[config.mk]
export PLATFORM = sky130hd
export DESIGN_NAME = causal_delivery_holdback_core
export DESIGN_NICKNAME = d
export VERILOG_FILES = /design/src/design/cdh_pkg.sv /design/src/design/causal_delivery_holdback_core.sv /design/src/design/cdh_cell.sv
export SDC_FILE = /design/constraint.sdc
export NUM_CORES = 1
export LEC_CHECK = 0
export ABC_AREA = 1
export BUFFER_PORTS_ARGS = -buffer_cell sky130_fd_sc_hd__buf_4
export CAP_MARGIN = 40
export CELL_PAD_IN_SITES_DETAIL_PLACEMENT = 1
export CELL_PAD_IN_SITES_GLOBAL_PLACEMENT = 1
export CORE_ASPECT_RATIO = 0.6
export CORE_MARGIN = 3
export CORE_UTILIZATION = 40
export CTS_BUF_LIST = sky130_fd_sc_hd__clkbuf_4 sky130_fd_sc_hd__clkbuf_8
export DETAILED_ROUTE_END_ITERATION = 12
export PLACE_DENSITY = 0.71
export SKIP_LAST_GASP = 1
export SLEW_MARGIN = 10
export SYNTH_ARGS = -nofsm -noshare
export SYNTH_HDL_FRONTEND = slang
export SYNTH_SLANG_ARGS = --single-unit
[constraint.sdc]
create_clock -name clk_i -period 11.1 [get_ports clk_i]
set_clock_uncertainty 0.1 [all_clocks]
set_input_delay 0.555 -clock clk_i [delete_from_list [all_inputs] [get_ports clk_i]]
set_output_delay 0.555 -clock clk_i [all_outputs]
set_load 0.02 [all_outputs]
[src/design/cdh_pkg.sv]
`timescale 1ns / 1ps
`default_nettype none
package cdh_pkg;

  localparam int NumNodesDef   = 4;
  localparam int HoldDepthDef  = 8;
  localparam int ClockWidthDef = 16;
  localparam int MaxOut        = 8;
  localparam int StampEntryW   = 16;

  localparam logic [1:0] RK_SEND    = 2'd0;
  localparam logic [1:0] RK_DELIVER = 2'd1;
  localparam logic [1:0] RK_DROP    = 2'd2;

  localparam logic KIND_SEND    = 1'b0;
  localparam logic KIND_ARRIVAL = 1'b1;

  typedef struct packed {
    logic        kind;
    logic [1:0]  sender;
    logic [63:0] stamp;
    logic [7:0]  tag;
  } in_t;

  typedef struct packed {
    logic [1:0]  result_kind;
    logic [1:0]  from_node;
    logic [7:0]  tag_out;
    logic [63:0] stamp_out;
    logic        last;
  } out_t;

  typedef struct packed {
    logic [1:0]  sender;
    logic [63:0] stamp;
    logic [7:0]  tag;
  } entry_t;

  typedef enum logic [1:0] {
    SEL_HOLD = 2'd0,
    SEL_NEXT = 2'd1,
    SEL_HEAD = 2'd2,
    SEL_IN   = 2'd3
  } cell_sel_e;

  typedef enum logic [3:0] {
    ST_IDLE   = 4'b0001,
    ST_SCAN   = 4'b0010,
    ST_FLUSH  = 4'b0100,
    ST_FINISH = 4'b1000
  } state_e;

endpackage
`default_nettype wire

[src/design/causal_delivery_holdback_core.sv]
// A local send or a dropped arrival is staged in the pending register and, once the
// output is free, moved to the output register in the finish state. An arrival fills
// a free hold-back cell; repeated scan passes deliver or rotate each held entry.
// One item is worked on at a time; the rotating cell chain sets the throughput.
// Reset (asynchronous, active low) clears the clock vector, fill count, own_id and control.
`timescale 1ns / 1ps
`default_nettype none
module causal_delivery_holdback_core #(
  parameter int NUM_NODES   = cdh_pkg::NumNodesDef,
  parameter int HOLD_DEPTH  = cdh_pkg::HoldDepthDef,
  parameter int CLOCK_WIDTH = cdh_pkg::ClockWidthDef
) (
  input  wire logic          clk_i,
  input  wire logic          rst_ni,
  input  wire logic          cfg_valid_i,
  output logic               cfg_ready_o,
  input  wire logic [1:0]    cfg_data_i,
  input  wire logic          in_valid_i,
  output logic               in_ready_o,
  input  wire cdh_pkg::in_t  in_data_i,
  output logic               out_valid_o,
  input  wire logic          out_ready_i,
  output cdh_pkg::out_t      out_data_o
);

  localparam int CntW = $clog2(HOLD_DEPTH + 1);
  localparam int NW   = $clog2(cdh_pkg::MaxOut + 1);
  localparam logic [CLOCK_WIDTH-1:0] ClockMax = '1;

  cdh_pkg::state_e state_q, state_d;
  logic [1:0] own_id_q;
  logic [CLOCK_WIDTH-1:0] clock_q [NUM_NODES];
  logic [CLOCK_WIDTH-1:0] clock_d [NUM_NODES];
  logic [CntW-1:0] cnt_q, cnt_d, rem_q, rem_d;
  logic [NW-1:0] n_q, n_d;
  logic prog_q, prog_d;
  cdh_pkg::out_t pend_q, pend_d, out_q, out_d;
  logic pend_v_q, pend_v_d, out_v_q, out_v_d;
  logic bump_en;
  logic [1:0] bump_node;
  logic [63:0] send_stamp;
  logic dlv, out_free;

  cdh_pkg::entry_t cells [HOLD_DEPTH];
  cdh_pkg::cell_sel_e sel [HOLD_DEPTH];
  cdh_pkg::entry_t in_entry;

  assign in_entry = '{sender: in_data_i.sender, stamp: in_data_i.stamp, tag: in_data_i.tag};

  for (genvar k = 0; k < HOLD_DEPTH; k++) begin : g_cell
    cdh_pkg::entry_t nxt;
    if (k == HOLD_DEPTH - 1) begin : g_end
      assign nxt = '0;
    end else begin : g_mid
      assign nxt = cells[k+1];
    end
    cdh_cell u_cell (
      .clk_i (clk_i),
      .sel_i (sel[k]),
      .next_i(nxt),
      .head_i(cells[0]),
      .in_i  (in_entry),
      .q_o   (cells[k])
    );
  end

  always_comb begin
    for (int i = 0; i < NUM_NODES; i++) begin
      clock_d[i] = clock_q[i];
      if (bump_en && bump_node == 2'(i) && clock_q[i] != ClockMax) begin
        clock_d[i] = clock_q[i] + CLOCK_WIDTH'(1);
      end
    end
  end

  always_comb begin
    send_stamp = '0;
    for (int i = 0; i < NUM_NODES; i++) begin
      send_stamp[cdh_pkg::StampEntryW*i +: cdh_pkg::StampEntryW] =
        cdh_pkg::StampEntryW'(clock_d[i]);
    end
  end

  always_comb begin
    logic ok;
    logic sok;
    logic [cdh_pkg::StampEntryW-1:0] e;
    ok  = 1'b1;
    sok = 1'b0;
    e   = '0;
    for (int i = 0; i < NUM_NODES; i++) begin
      e = cells[0].stamp[cdh_pkg::StampEntryW*i +: cdh_pkg::StampEntryW];
      if (cells[0].sender == 2'(i)) begin
        sok = 1'b1;
        if ({1'b0, e} != (17'(clock_q[i]) + 17'd1)) begin
          ok = 1'b0;
        end
      end else if (e > cdh_pkg::StampEntryW'(clock_q[i])) begin
        ok = 1'b0;
      end
    end
    dlv = (cells[0].sender == own_id_q) || (ok && sok);
  end

  assign out_free = !out_v_q || out_ready_i;

  always_comb begin
    state_d   = state_q;
    cnt_d     = cnt_q;
    rem_d     = rem_q;
    n_d       = n_q;
    prog_d    = prog_q;
    pend_d    = pend_q;
    pend_v_d  = pend_v_q;
    out_d     = out_q;
    out_v_d   = out_v_q;
    bump_en   = 1'b0;
    bump_node = own_id_q;
    for (int k = 0; k < HOLD_DEPTH; k++) begin
      sel[k] = cdh_pkg::SEL_HOLD;
    end
    if (out_v_q && out_ready_i) begin
      out_v_d = 1'b0;
    end
    unique case (state_q)
      cdh_pkg::ST_IDLE: begin
        if (in_valid_i) begin
          if (in_data_i.kind == cdh_pkg::KIND_SEND) begin
            bump_en  = 1'b1;
            pend_d   = '{cdh_pkg::RK_SEND, own_id_q, in_data_i.tag, send_stamp, 1'b1};
            pend_v_d = 1'b1;
            state_d  = cdh_pkg::ST_FINISH;
          end else if (cnt_q == CntW'(HOLD_DEPTH)) begin
            pend_d   = '{cdh_pkg::RK_DROP, in_data_i.sender, in_data_i.tag, 64'd0, 1'b1};
            pend_v_d = 1'b1;
            state_d  = cdh_pkg::ST_FINISH;
          end else begin
            for (int k = 0; k < HOLD_DEPTH; k++) begin
              if (cnt_q == CntW'(k)) begin
                sel[k] = cdh_pkg::SEL_IN;
              end
            end
            cnt_d   = cnt_q + CntW'(1);
            rem_d   = cnt_q + CntW'(1);
            n_d     = '0;
            prog_d  = 1'b0;
            state_d = cdh_pkg::ST_SCAN;
          end
        end
      end
      cdh_pkg::ST_SCAN: begin
        if (!(pend_v_q && !out_free)) begin
          if (rem_q == '0) begin
            if (prog_q && n_q < NW'(cdh_pkg::MaxOut)) begin
              rem_d  = cnt_q;
              prog_d = 1'b0;
            end else begin
              state_d = cdh_pkg::ST_FINISH;
            end
          end else if (dlv) begin
            for (int k = 0; k < HOLD_DEPTH; k++) begin
              sel[k] = cdh_pkg::SEL_NEXT;
            end
            cnt_d  = cnt_q - CntW'(1);
            rem_d  = rem_q - CntW'(1);
            n_d    = n_q + NW'(1);
            prog_d = 1'b1;
            if (cells[0].sender != own_id_q) begin
              bump_en   = 1'b1;
              bump_node = cells[0].sender;
            end
            if (pend_v_q) begin
              out_d   = pend_q;
              out_v_d = 1'b1;
            end
            pend_d   = '{cdh_pkg::RK_DELIVER, cells[0].sender, cells[0].tag, 64'd0, 1'b0};
            pend_v_d = 1'b1;
            if (n_q + NW'(1) == NW'(cdh_pkg::MaxOut)) begin
              state_d = cdh_pkg::ST_FLUSH;
            end
          end else begin
            for (int k = 0; k < HOLD_DEPTH; k++) begin
              if (k < int'(cnt_q) - 1) begin
                sel[k] = cdh_pkg::SEL_NEXT;
              end else if (k == int'(cnt_q) - 1) begin
                sel[k] = cdh_pkg::SEL_HEAD;
              end
            end
            rem_d = rem_q - CntW'(1);
          end
        end
      end
      cdh_pkg::ST_FLUSH: begin
        if (rem_q == '0) begin
          state_d = cdh_pkg::ST_FINISH;
        end else begin
          for (int k = 0; k < HOLD_DEPTH; k++) begin
            if (k < int'(cnt_q) - 1) begin
              sel[k] = cdh_pkg::SEL_NEXT;
            end else if (k == int'(cnt_q) - 1) begin
              sel[k] = cdh_pkg::SEL_HEAD;
            end
          end
          rem_d = rem_q - CntW'(1);
        end
      end
      cdh_pkg::ST_FINISH: begin
        if (pend_v_q) begin
          if (out_free) begin
            out_d      = pend_q;
            out_d.last = 1'b1;
            out_v_d    = 1'b1;
            pend_v_d   = 1'b0;
            state_d    = cdh_pkg::ST_IDLE;
          end
        end else begin
          state_d = cdh_pkg::ST_IDLE;
        end
      end
      default: state_d = cdh_pkg::ST_IDLE;
    endcase
  end

  always_ff @(posedge clk_i or negedge rst_ni) begin
    if (!rst_ni) begin
      state_q  <= cdh_pkg::ST_IDLE;
      own_id_q <= '0;
      cnt_q    <= '0;
      rem_q    <= '0;
      n_q      <= '0;
      prog_q   <= 1'b0;
      pend_v_q <= 1'b0;
      out_v_q  <= 1'b0;
      for (int i = 0; i < NUM_NODES; i++) begin
        clock_q[i] <= '0;
      end
    end else begin
      state_q  <= state_d;
      cnt_q    <= cnt_d;
      rem_q    <= rem_d;
      n_q      <= n_d;
      prog_q   <= prog_d;
      pend_v_q <= pend_v_d;
      out_v_q  <= out_v_d;
      for (int i = 0; i < NUM_NODES; i++) begin
        clock_q[i] <= clock_d[i];
      end
      if (cfg_valid_i) begin
        own_id_q <= cfg_data_i;
      end
    end
  end

  always_ff @(posedge clk_i) begin
    pend_q <= pend_d;
    out_q  <= out_d;
  end

  assign cfg_ready_o = 1'b1;
  assign in_ready_o  = (state_q == cdh_pkg::ST_IDLE);
  assign out_valid_o = out_v_q;
  assign out_data_o  = out_q;

endmodule
`default_nettype wire

[src/design/cdh_cell.sv]
`timescale 1ns / 1ps
`default_nettype none
module cdh_cell (
  input  wire logic              clk_i,
  input  wire cdh_pkg::cell_sel_e sel_i,
  input  wire cdh_pkg::entry_t   next_i,
  input  wire cdh_pkg::entry_t   head_i,
  input  wire cdh_pkg::entry_t   in_i,
  output cdh_pkg::entry_t        q_o
);

  cdh_pkg::entry_t entry_q;

  always_ff @(posedge clk_i) begin
    unique case (sel_i)
      cdh_pkg::SEL_NEXT: entry_q <= next_i;
      cdh_pkg::SEL_HEAD: entry_q <= head_i;
      cdh_pkg::SEL_IN:   entry_q <= in_i;
      default:           entry_q <= entry_q;
    endcase
  end

  assign q_o = entry_q;

endmodule
`default_nettype wire

---- Word level (Yosys, flattened, before mapping) ----
Index checks and enable logic that the tools add are counted.
cells by class
  add/sub/neg operators ................... 13
  multiply operators ...................... 0
  divide/modulo/power cells ............... 0
  $lt $le $gt $ge ......................... 13
  equality and inequality tests ........... 76
  shifts and indexed selects .............. 0
  muxes and demuxes ....................... 141
  bitwise gates (word level) .............. 0
  reductions and logical operators ........ 40
operators with widths
  kind                                                 number
  one-hot mux 74 bit (3 select lines)                  7
  2-to-1 mux 77 bit                                    12
  one-hot mux 77 bit (2 select lines)                  2
  2-to-1 mux 16 bit                                    11
  one-hot mux 74 bit (2 select lines)                  1
  2-to-1 mux 4 bit                                     27
  adder 16 x 1 -> 17 bit, second input constant        4
  != test 16 x 17 -> 1 bit                             4
  adder 16 x 1 -> 16 bit, second input constant        4
  greater-than comparator 16 bit                       4
  != test 16 bit, second input constant                4
  2-to-1 mux 2 bit                                     29
  one-hot mux 16 bit (3 select lines)                  1
  2-to-1 mux 1 bit                                     43
  equality test 2 bit, second input constant           19
  AND reduction 7 bit                                  5
  logical NOT 32 bit                                   1
  nonzero test 3 bit                                   9
  equality test 2 x 1 -> 1 bit, second input constant  10
  equality test 4 x 3 -> 1 bit, second input constant  5
  equality test 4 x 5 -> 1 bit, first input constant   4
  < comparator 4 x 5 -> 1 bit, first input constant    4
  != test 2 bit, second input constant                 10
  one-hot mux 4 bit (2 select lines)                   2
  28 further kinds                                     61
word-level totals
  flip-flop bits (word level) ............. 831
  latch bits .............................. 0
  bits in writable memories ............... 0
  bits in read-only memories .............. 0
  bits of input ports ..................... 82
  output and inout port bits .............. 80
  word-level logic and storage cells ...... 329
  memories kept ........................... 0

---- Longest topological paths before layout ----
Gate-level depths: netlist of run 1.
  depth after elaboration ................. 23
  gate-level depth with buffers ........... 26
  gate-level depth less buffers ........... 24

---- By module ----
From an unflattened synthesis of run 1, not the netlist that was laid out.
unflattened totals
  cells, all modules ...................... 5100
  area total of the unflattened synthesis .. 45826.5 um^2
by module, submodules not included
  module                         instances  cells each  area each (um^2)  seq. area each (um^2)
  cdh_cell                       8          414         3931.3            2222.1
  causal_delivery_holdback_core  1          1788        14376.3           6752.7

---- Least setup slack after synthesis of run 1 ----
OpenSTA, ideal clock, no wires.
  path kind ............................... reg-to-reg
  start ................................... reg clock_q[16] (netlist bit)
  end ..................................... reg out_q (netlist bit out_data_o[0]), enable pin
  setup time .............................. 0.702 ns
  data arrival time ....................... 9.392 ns
  required time ........................... 10.298 ns
  path slack .............................. 0.906 ns
  cell stages (with the launch flop) ...... 20
  path buffers ............................ 0
  period minus slack after synthesis ...... 10.194 ns
  cells stage by stage .................... dfrtp_1 -> ha_1 -> nand3_2 -> nor2_2 -> nand4_1 -> nand2_1 -> nor2_1 -> nor2_1 -> nand2_1 -> nor2_1 -> nand2_1 -> nand2_1 -> nand2_2 -> nor2_8 -> nand2_1 -> nand2_1 -> inv_2 -> nand2_1 -> nand2_1 -> nor4_1
on the way
  word-level cells in the longest chain between the ends .. 10
  elaborated cells between the ends (all ways) .. 13
  those cells by class .................... add/sub: 1; order compare: 1; eq/ne: 2; mux: 6; reduce/logical: 3
ends and longest elaborated chain
  item                                        line                                                                      text
  start: declaration                          causal_delivery_holdback_core.sv:32                                       logic [CLOCK_WIDTH-1:0] clock_q [NUM_NODES];
  start signal: indexed assignment            causal_delivery_holdback_core.sv:246                                      clock_q[i] <= clock_d[i];
  adder 16 x 1 -> 17 bit                      causal_delivery_holdback_core.sv:95                                       if ({1'b0, e} != (17'(clock_q[i]) + 17'd1)) begin
  != test 16 x 17 -> 1 bit                    causal_delivery_holdback_core.sv:95
  2-to-1 mux 1 bit                            causal_delivery_holdback_core.sv:95
  2-to-1 mux 1 bit (*)                        causal_delivery_holdback_core.sv:93                                       if (cells[0].sender == 2'(i)) begin
  2-to-1 mux 1 bit, on equally long branches  causal_delivery_holdback_core.sv:98, causal_delivery_holdback_core.sv:95
  2-to-1 mux 1 bit (*)                        causal_delivery_holdback_core.sv:93
  logical AND 1 bit (*)                       causal_delivery_holdback_core.sv:102                                      dlv = (cells[0].sender == own_id_q) || (ok && sok);
  logical OR 1 bit (*)                        causal_delivery_holdback_core.sv:102
  != test 2 bit (no source line) (*)          n/a
  AND reduction 7 bit (no source line) (*)    n/a
  end signal: assignment                      causal_delivery_holdback_core.sv:256                                      out_q <= out_d;
  end: declaration                            causal_delivery_holdback_core.sv:37                                       cdh_pkg::out_t pend_q, pend_d, out_q, out_d;
Mark *: on every way between the ends. The rest lies on a longest branch, timed or not.
A chain may end at the register's enable or synchronous reset.

---- Worst setup path after layout of run 1 ----
  start ................................... reg clock_q[0] (netlist bit)
  end ..................................... reg g_cell[1].u_cell.entry_q (netlist bit g_cell[1].u_cell.q_o[3]) (data pin)
on the way
  word-level cells in the longest chain between the ends .. 12
  elaborated cells between the ends (all ways) .. 16
  those cells by class .................... add/sub: 1; order compare: 1; eq/ne: 4; mux: 8; reduce/logical: 2
ends and longest elaborated chain
  item                                                                        line                                  text
  adder 16 x 1 -> 17 bit                                                      causal_delivery_holdback_core.sv:95
  != test 16 x 17 -> 1 bit                                                    causal_delivery_holdback_core.sv:95
  2-to-1 mux 1 bit                                                            causal_delivery_holdback_core.sv:95
  2-to-1 mux 1 bit (*)                                                        causal_delivery_holdback_core.sv:93
  logical AND 1 bit (*)                                                       causal_delivery_holdback_core.sv:102
  logical OR 1 bit (*)                                                        causal_delivery_holdback_core.sv:102
  2-to-1 mux 16 bit (*)                                                       causal_delivery_holdback_core.sv:160  end else if (dlv) begin
  2-to-1 mux 16 bit (*)                                                       causal_delivery_holdback_core.sv:153  if (rem_q == '0) begin
  2-to-1 mux 16 bit (*)                                                       causal_delivery_holdback_core.sv:152  if (!(pend_v_q && !out_free)) begin
  one-hot mux 16 bit (3 select lines) (*)                                     causal_delivery_holdback_core.sv:125  unique case (state_q)
  equality test 2 bit / equality test 2 x 1 -> 1 bit (equally long branches)  cdh_cell.sv:15                        unique case (sel_i)
  one-hot mux 74 bit (3 select lines) (*)                                     cdh_cell.sv:15
  end signal: assignment                                                      cdh_cell.sv:16                        cdh_pkg::SEL_NEXT: entry_q <= next_i;
  end signal: assignment                                                      cdh_cell.sv:17                        cdh_pkg::SEL_HEAD: entry_q <= head_i;
  end signal: assignment                                                      cdh_cell.sv:18                        cdh_pkg::SEL_IN: entry_q <= in_i;
  end: declaration                                                            cdh_cell.sv:12                        cdh_pkg::entry_t entry_q;
Marks and branches as above.

==> flow_summary.ini, run 1 <==
[outcome]
run_status = finished clean

[global_route]
grt_pass1_vias = 36600
grt.busiest_layer = met1
gr-total-overflow = 0
met1_usage_pct = 41.8
grt_first_pass_wirelength_um = 231000
antenna_found_initial = 3
grt_usage_pct = 27.5
grt_max_degree = 162
use_met3_pct = 4.49
use_met2_pct = 40.1

[clock_tree]
cts_max_level = 4
numCtsBuffers = 133
cts-root-buf = clkbuf_8
cts.clk_slew.worst_paths_ns = 0.07
cts_tree = built
cts_setup_buffers = 0
clock-sinks = 831
ctsLongestPathBuffers = 3
cts_resized = 0
holdBufCountCts = 80
insertion_delay_ns = 0.86

[worst_setup_path]
reg2reg_from = clock_q[0]$_DFF_PN0_
crit_start = clock_q[0]$_DFF_PN0_
start_kind = flip-flop
worstPathRequired_ns = 11.58
worstPathArrival_ns = 7.13
critPathKind = reg -> reg
end_kind = flip-flop
path_max_fanout = 69

[pwr]
swShare_pct = 39.4
seqPwrFrac_pct = 43.3
pwr-share-comb_pct = 33.0
p_total_uw = 11600
clockPowerShare_pct = 23.7
ir_worst_vdd_v = 0.000164
power_switching_uw = 4590
pwr_density_cell_nw_per_um2 = 240
cellInternalPower_uw = 7050
p_leak_uw = 0.0196

[placed_design]
gp_congestion = 0.907
post_dp_cell_area_um2 = 45000
hpwl_um = 98600
place.port_buffers = 160

[min_path]
hold_class = in -> reg
min_from = in_data_i[74]

[sta]
fin_worst_hold_slack_ns = 0.107
final_hold_viol_count = 0
setup_viol = 0
fmax_ghz = 0.150
finalCritPeriodShare_pct = 60.0
fin_crit_ns = 6.66
slew_viol_final = 0
tns_ns = 0
rsz0062_at_grt = no
tightest_slew_ns = 0.988
maxSlewHeadroom_pct = 34.1

[final_layout]
final_layout_size_suffix_gt1_share_pct = 10.7
layout_common_cells = nand2_1, nand3_1, edfxtp_1
area_growth_pct = 14.6
final_common_cell = nand2_1
fin_area_um2 = 48500
layout.nets = 4820

[synthesis]
synth_cell_types = 49
yosys.area_share.simple_pct = 24.7
syn_area_per_cell_um2 = 9.43
synth_top_area_share_pct = 52.9
synthAdderAreaFrac_pct = 2.28
synth_mux_area_share_pct = 0
synth-compound-area-share_pct = 8.10
synth-seq-cells = 831
netlist_area_um2 = 42300
synth_ff_type = edfxtp_1
synth_edf_count = 746
synth_top_area_cell = edfxtp_1
synthCells = 4492
ys_warn_count = 0
yosys-top-cells-area = edfxtp_1, nand3_1, nand2_1, dfrtp_1, o211ai_1
synthArstFlopShare_pct = 10.2
seq_area_frac_synth_pct = 57.9
syn_nets = 4651
synth_top_family_by_area = simple AND/OR/NAND/NOR gates
synth_xor_xnor_area_share_pct = 0.502

[route]
vias = 36300
wl_per_cell_um = 24.8
firstDrtPassIters = 7
viasPerCell = 5.90
wirelength_um = 153000
drt_iter0_drc = 4343
ant_nets = 0
drc_errors = 0

[die]
die_h_um = 258
die_w_um = 426
ios = 162
coreArea_um2 = 104000
num_rows = 91
initial_core_util_pct = 40.8
die_area_um2 = 110000

[flow_run]
maxCapViolations = 0
## path summary, 6_finish.rpt
check	endpoint	slack, ns	cells past startpoint
max in group asynchronous	clock_q[50]$_DFF_PN0_	9.49	3
worst min-delay path	pend_q[76]$_SDFFCE_PP0P_	0.11	3
worst max register to register	g_cell[1].u_cell.q_o[3]$_DFFE_PP_	4.44	23
worst min register to register	out_data_o[46]$_DFFE_PP_	0.30	0
worst max-delay path	g_cell[1].u_cell.q_o[3]$_DFFE_PP_	4.44	23
min in group asynchronous	clock_q[43]$_DFF_PN0_	0.21	2
## synth_stat cells, drive strengths merged (2+ instances only)
cell type / n
o2111ai: 3
dfrtp: 84
nor4: 5
xnor3: 4
a21boi: 3
nand3b: 2
buf: 134
edfxtp: 746
nand3: 977
nand2: 1115
nor3: 21
o22ai: 78
o211ai: 232
xor2: 10
o21ai: 163
o221ai: 4
xnor2: 4
nand4: 40
inv: 378
clkbuf: 139
o31ai: 4
o21a: 4
a31oi: 2
nor2: 212
clkinv: 3
ha: 77
a21oi: 41
## power by group through the flow
stage               sequential [uW]  combinational [uW]  clock [uW]
detailed placement             5090                3730           0
global placement               5070                3580           0
floorplan                      5180                2240           0
global route                   5110                4210        2940
finish                         5040                3840        2760
CTS                            5040                3780        2800
## per-stage QoR
step           worst slack (ns)  utilization, %  instances
5_1_grt                    4.00            46.7       6151
2_1_floorplan             0.906               -       4492
3_5_place_dp               4.52            43.3       5837
4_1_cts                    4.46            46.6       6146
3_3_place_gp               4.56            42.9       5821
6_report                   4.44            46.7       6151
## sequential cells by signal, summed over array words and instances (netlist names)
register / flops
n_q: 4
rem_q: 4
clock_q: 64
pend_v_q: 1
pend_q: 77
out_valid_o: 1
state_q: 4
g_cell.u_cell.q_o: 592
own_id_q: 2
out_data_o: 77
prog_q: 1
cnt_q: 4
## layout make-up
type	instances	area (um^2)
flip-flops and latches	831	24500
well taps	1395	1750
diodes	1	2.50
multi-input cells	3007	15300
inverters	381	1440
clock inverters	49	378
fillers	11800	55300
clock buffers	180	2240
repair buffers	307	2870
## metal layers
| metal | routed length, um | up-vias |
|---|---|---|
| met5 | 13 | - |
| li1 | - | 16100 |
| met2 | 65300 | 1592 |
| met3 | 12900 | 197 |
| met4 | 3350 | 2 |
| met1 | 71000 | 18300 |
## kinds of logic after synthesis
kind of cell             Yosys count
AO/OA/AOI/OAI                    536
XOR/XNOR                          18
adder cells (fa/ha/maj)           77
buffers and inverters            654
flip-flops                       831
other                              1
AND/OR/NAND/NOR                 2375
## critical path, stage by stage, from the launching register on
cell and delay [ns]:
dfrtp_1 0.43, ha_1 0.19, nand2_1 0.17, nor2_4 0.22, nand2_1 0.19, o21ai_1 0.22
nand2_1 0.10, nand2_1 0.07, nand3_1 0.08, nor2_1 0.24, nand3_1 0.27, nand2_1 0.22
nand2_1 0.09, inv_2 0.13, nand2_1 0.08, nand4_1 0.11, nand2_4 0.48, nand2_4 0.68
buf_4 0.81, nand2_4 0.49, buf_4 0.46, buf_12 0.25, nand3_1 0.10, nand3_1 0.09
No activity file was read; power rests on OpenSTA's default activity.
==> run 2, diff against run 1 <==
Settings changed: ABC_AREA 1 to 0, PLACE_DENSITY 0.71 to 0.69.
Clock period 11.1 ns to 6.7 ns, I/O delays scaled along.
==> flow_summary.ini, run 2 <==
[outcome]
run_status = finished clean

[route]
viasPerCell = 6.01
drc_errors = 0
wl_per_cell_um = 27.0
vias = 31500
drt_iter0_drc = 3649
firstDrtPassIters = 5
ant_nets = 0
wirelength_um = 142000

[final_layout]
largest_reg_flops = 592
final_layout_size_suffix_gt1_share_pct = 15.7
register_area_um2 = 24500
area_growth_pct = 14.6
fillers = 10700
layout_common_cells = nand2_1, edfxtp_1, a22oi_1
final_common_cell = nand2_1
multi_input_area_um2 = 15500
layout.nets = 3921
fin_area_um2 = 47700

[worst_setup_path]
reg2reg_slack_ns = 0.97
crit_chain = ha_1 -> nand4_2 -> nor4_1 -> and3_1 -> xnor2_1 -> nand4b_1 -> o311ai_1 -> nand2_1 -> o31ai_4 -> and2_1 -> or4_4 -> buf_4
endpoint = g_cell[7].u_cell.q_o[10]$_DFFE_PP_
max_stage_delay_ns = 0.82
worst_r2r_path_depth = 12
worstPathRequired_ns = 7.09
crit_cells = 12
worstPathArrival_ns = 6.12
crit_start = clock_q[0]$_DFF_PN0_
worst_path_max_delay_cell = o311ai_1
path_max_fanout = 43
critPathKind = reg -> reg
end_kind = flip-flop
start_kind = flip-flop
reg2reg_from = clock_q[0]$_DFF_PN0_
cp_num_buf_inv = 1
cp_top_family = simple AND/OR/NAND/NOR gates
r2r-end = g_cell[7].u_cell.q_o[10]$_DFFE_PP_

[global_route]
grt_usage_pct = 25.8
grt_max_degree = 75
gr-total-overflow = 0
antenna_found_initial = 9
grt_pass1_vias = 31800
grt_first_pass_wirelength_um = 212000

[sta]
tightest_slew_ns = 0.957
final_hold_viol_count = 0
fin_worst_hold_slack_ns = 0.215
setup_viol = 0
tns_ns = 0
slew_viol_final = 0
layout_setup_ws_ns = 0.974
rsz0062_at_grt = no
finalCritPeriodShare_pct = 85.5
fmax_ghz = 0.175
fin_crit_ns = 5.73
maxSlewHeadroom_pct = 35.2

[clock_tree]
insertion_delay_ns = 0.85
cts.clk_slew.worst_paths_ns = 0.06
clock-sinks = 831
numCtsBuffers = 135
cts_max_level = 4
cts_setup_buffers = 0
holdBufCountCts = 84
ctsLongestPathBuffers = 3
cts_resized = 0
cts_tree = built
cts-root-buf = clkbuf_8

[synthesis]
synthAdderAreaFrac_pct = 2.31
netlist_area_um2 = 41600
syn_area_per_cell_um2 = 11.3
synthCells = 3676
synthArstFlopShare_pct = 10.2
yosys-top-cells-area = edfxtp_1, nand2_1, a22oi_1, dfrtp_1, a22o_1
synth_xor_xnor_area_share_pct = 2.46
yosysMostFrequentCell = nand2_1
syn_nets = 3835
synth_top_area_cell = edfxtp_1
ys_top_cells_by_count = nand2_1, edfxtp_1, a22oi_1
synth_edf_count = 746
ys_warn_count = 0
synth-seq-cells = 831
yosys.area_share.simple_pct = 12.9
synth_ff_type = edfxtp_1
seq_area_frac_synth_pct = 58.9
synth_cell_types = 89
synth_mux_area_share_pct = 4.28
synth-compound-area-share_pct = 14.9
synth_top_family_by_area = compound AO/OA/AOI/OAI gates
synth_top_area_share_pct = 53.8

[placed_design]
place.port_buffers = 160
gp_congestion = 0.908
post_dp_cell_area_um2 = 44100
pre_cts_slack_ns = 1.16
hpwl_um = 88900

[die]
num_rows = 90
initial_core_util_pct = 40.9
die_h_um = 256
coreArea_um2 = 102000
die_area_um2 = 108000
ios = 162
die_w_um = 423

[min_path]
hold_class = in -> reg

[pwr]
pwr_density_cell_nw_per_um2 = 341
ir_worst_vdd_v = 0.000210
p_leak_uw = 0.0183

[flow_run]
maxCapViolations = 0
## run 2: cell types whose count changed in the layout (fill, tap and decap cells not counted), moves of 134 or more
cell and change:
o211ai_1 -220, inv_1 -280, nand2_1 -318, a22oi_1 +294, nor2_1 -134, nand3_1 -908, a22o_1 +150
## run 2: cell families after synthesis
group           Yosys count
compound gates          843
buf+inv                 458
xor+xnor                117
flops                   831
other cells               1
mux                     168
simple gates           1181
fa+ha+maj                77
## run 2: metal layers
layer | part of all wire, % | global-route usage (%)
met3 | 10 | 6.55
met5 | 0.078 | 0.614
met2 | 41 | 36.0
met4 | 2.2 | 7.42
met1 | 46 | 39.3
## run 2: worst min path at each step
stage | slack, ns | startpoint | depth (start not counted) | end
2_1_floorplan | -0.06 | rst_ni | 0 | clock_q[0]$_DFF_PN0_
3_3_place_gp | 0.26 | rst_ni | 1 | own_id_q[0]$_DFFE_PN0P_
3_5_place_dp | 0.26 | rst_ni | 1 | own_id_q[1]$_DFFE_PN0P_
4_1_cts | 0.11 | cfg_valid_i | 3 | own_id_q[1]$_DFFE_PN0P_
5_1_grt | 0.21 | cfg_valid_i | 3 | own_id_q[1]$_DFFE_PN0P_
6_report | 0.22 | cfg_valid_i | 3 | own_id_q[0]$_DFFE_PN0P_
## run 2: power by group
| group | leakage, uW | switching [uW] | internal, uW |
|---|---|---|---|
| sequential | 0.00790 | 726 | 7210 |
| combinational | 0.00900 | 2480 | 1170 |
| clock | 0.00144 | 2190 | 2470 |
| total | 0.0183 | 5390 | 10900 |
## run 2: area by class of cell
type	instances	share of cell area [%]
Antenna cell	6	0.0315
Clock buffer	196	5.05
Clock inverter	45	0.724
Inverter	85	0.669
Multi-Input combinational cell	2387	32.6
Sequential cell	831	51.4
Tap cell	1380	3.62
Timing Repair Buffer	322	5.95
## run 2: stage by stage
step                      utilization [%]  total power (uW)  std cells
after floorplan                         -             10000       3676
after global placement               43.1             11400       4912
after detailed placement             43.3             11600       4921
after CTS                            46.8             16300       5246
after global routing                 46.8             17000       5247
final                                46.8             16300       5252
## run 2: worst register-to-register path, cell delays in order (launching register included)
cell and delay, ns:
dfrtp_1 0.43, ha_1 0.28, nand4_2 0.21, nor4_1 0.54, and3_1 0.27, xnor2_1 0.13, nand4b_1 0.14, o311ai_1 0.82
nand2_1 0.32, o31ai_4 0.66, and2_1 0.32, or4_4 0.69, buf_4 0.45
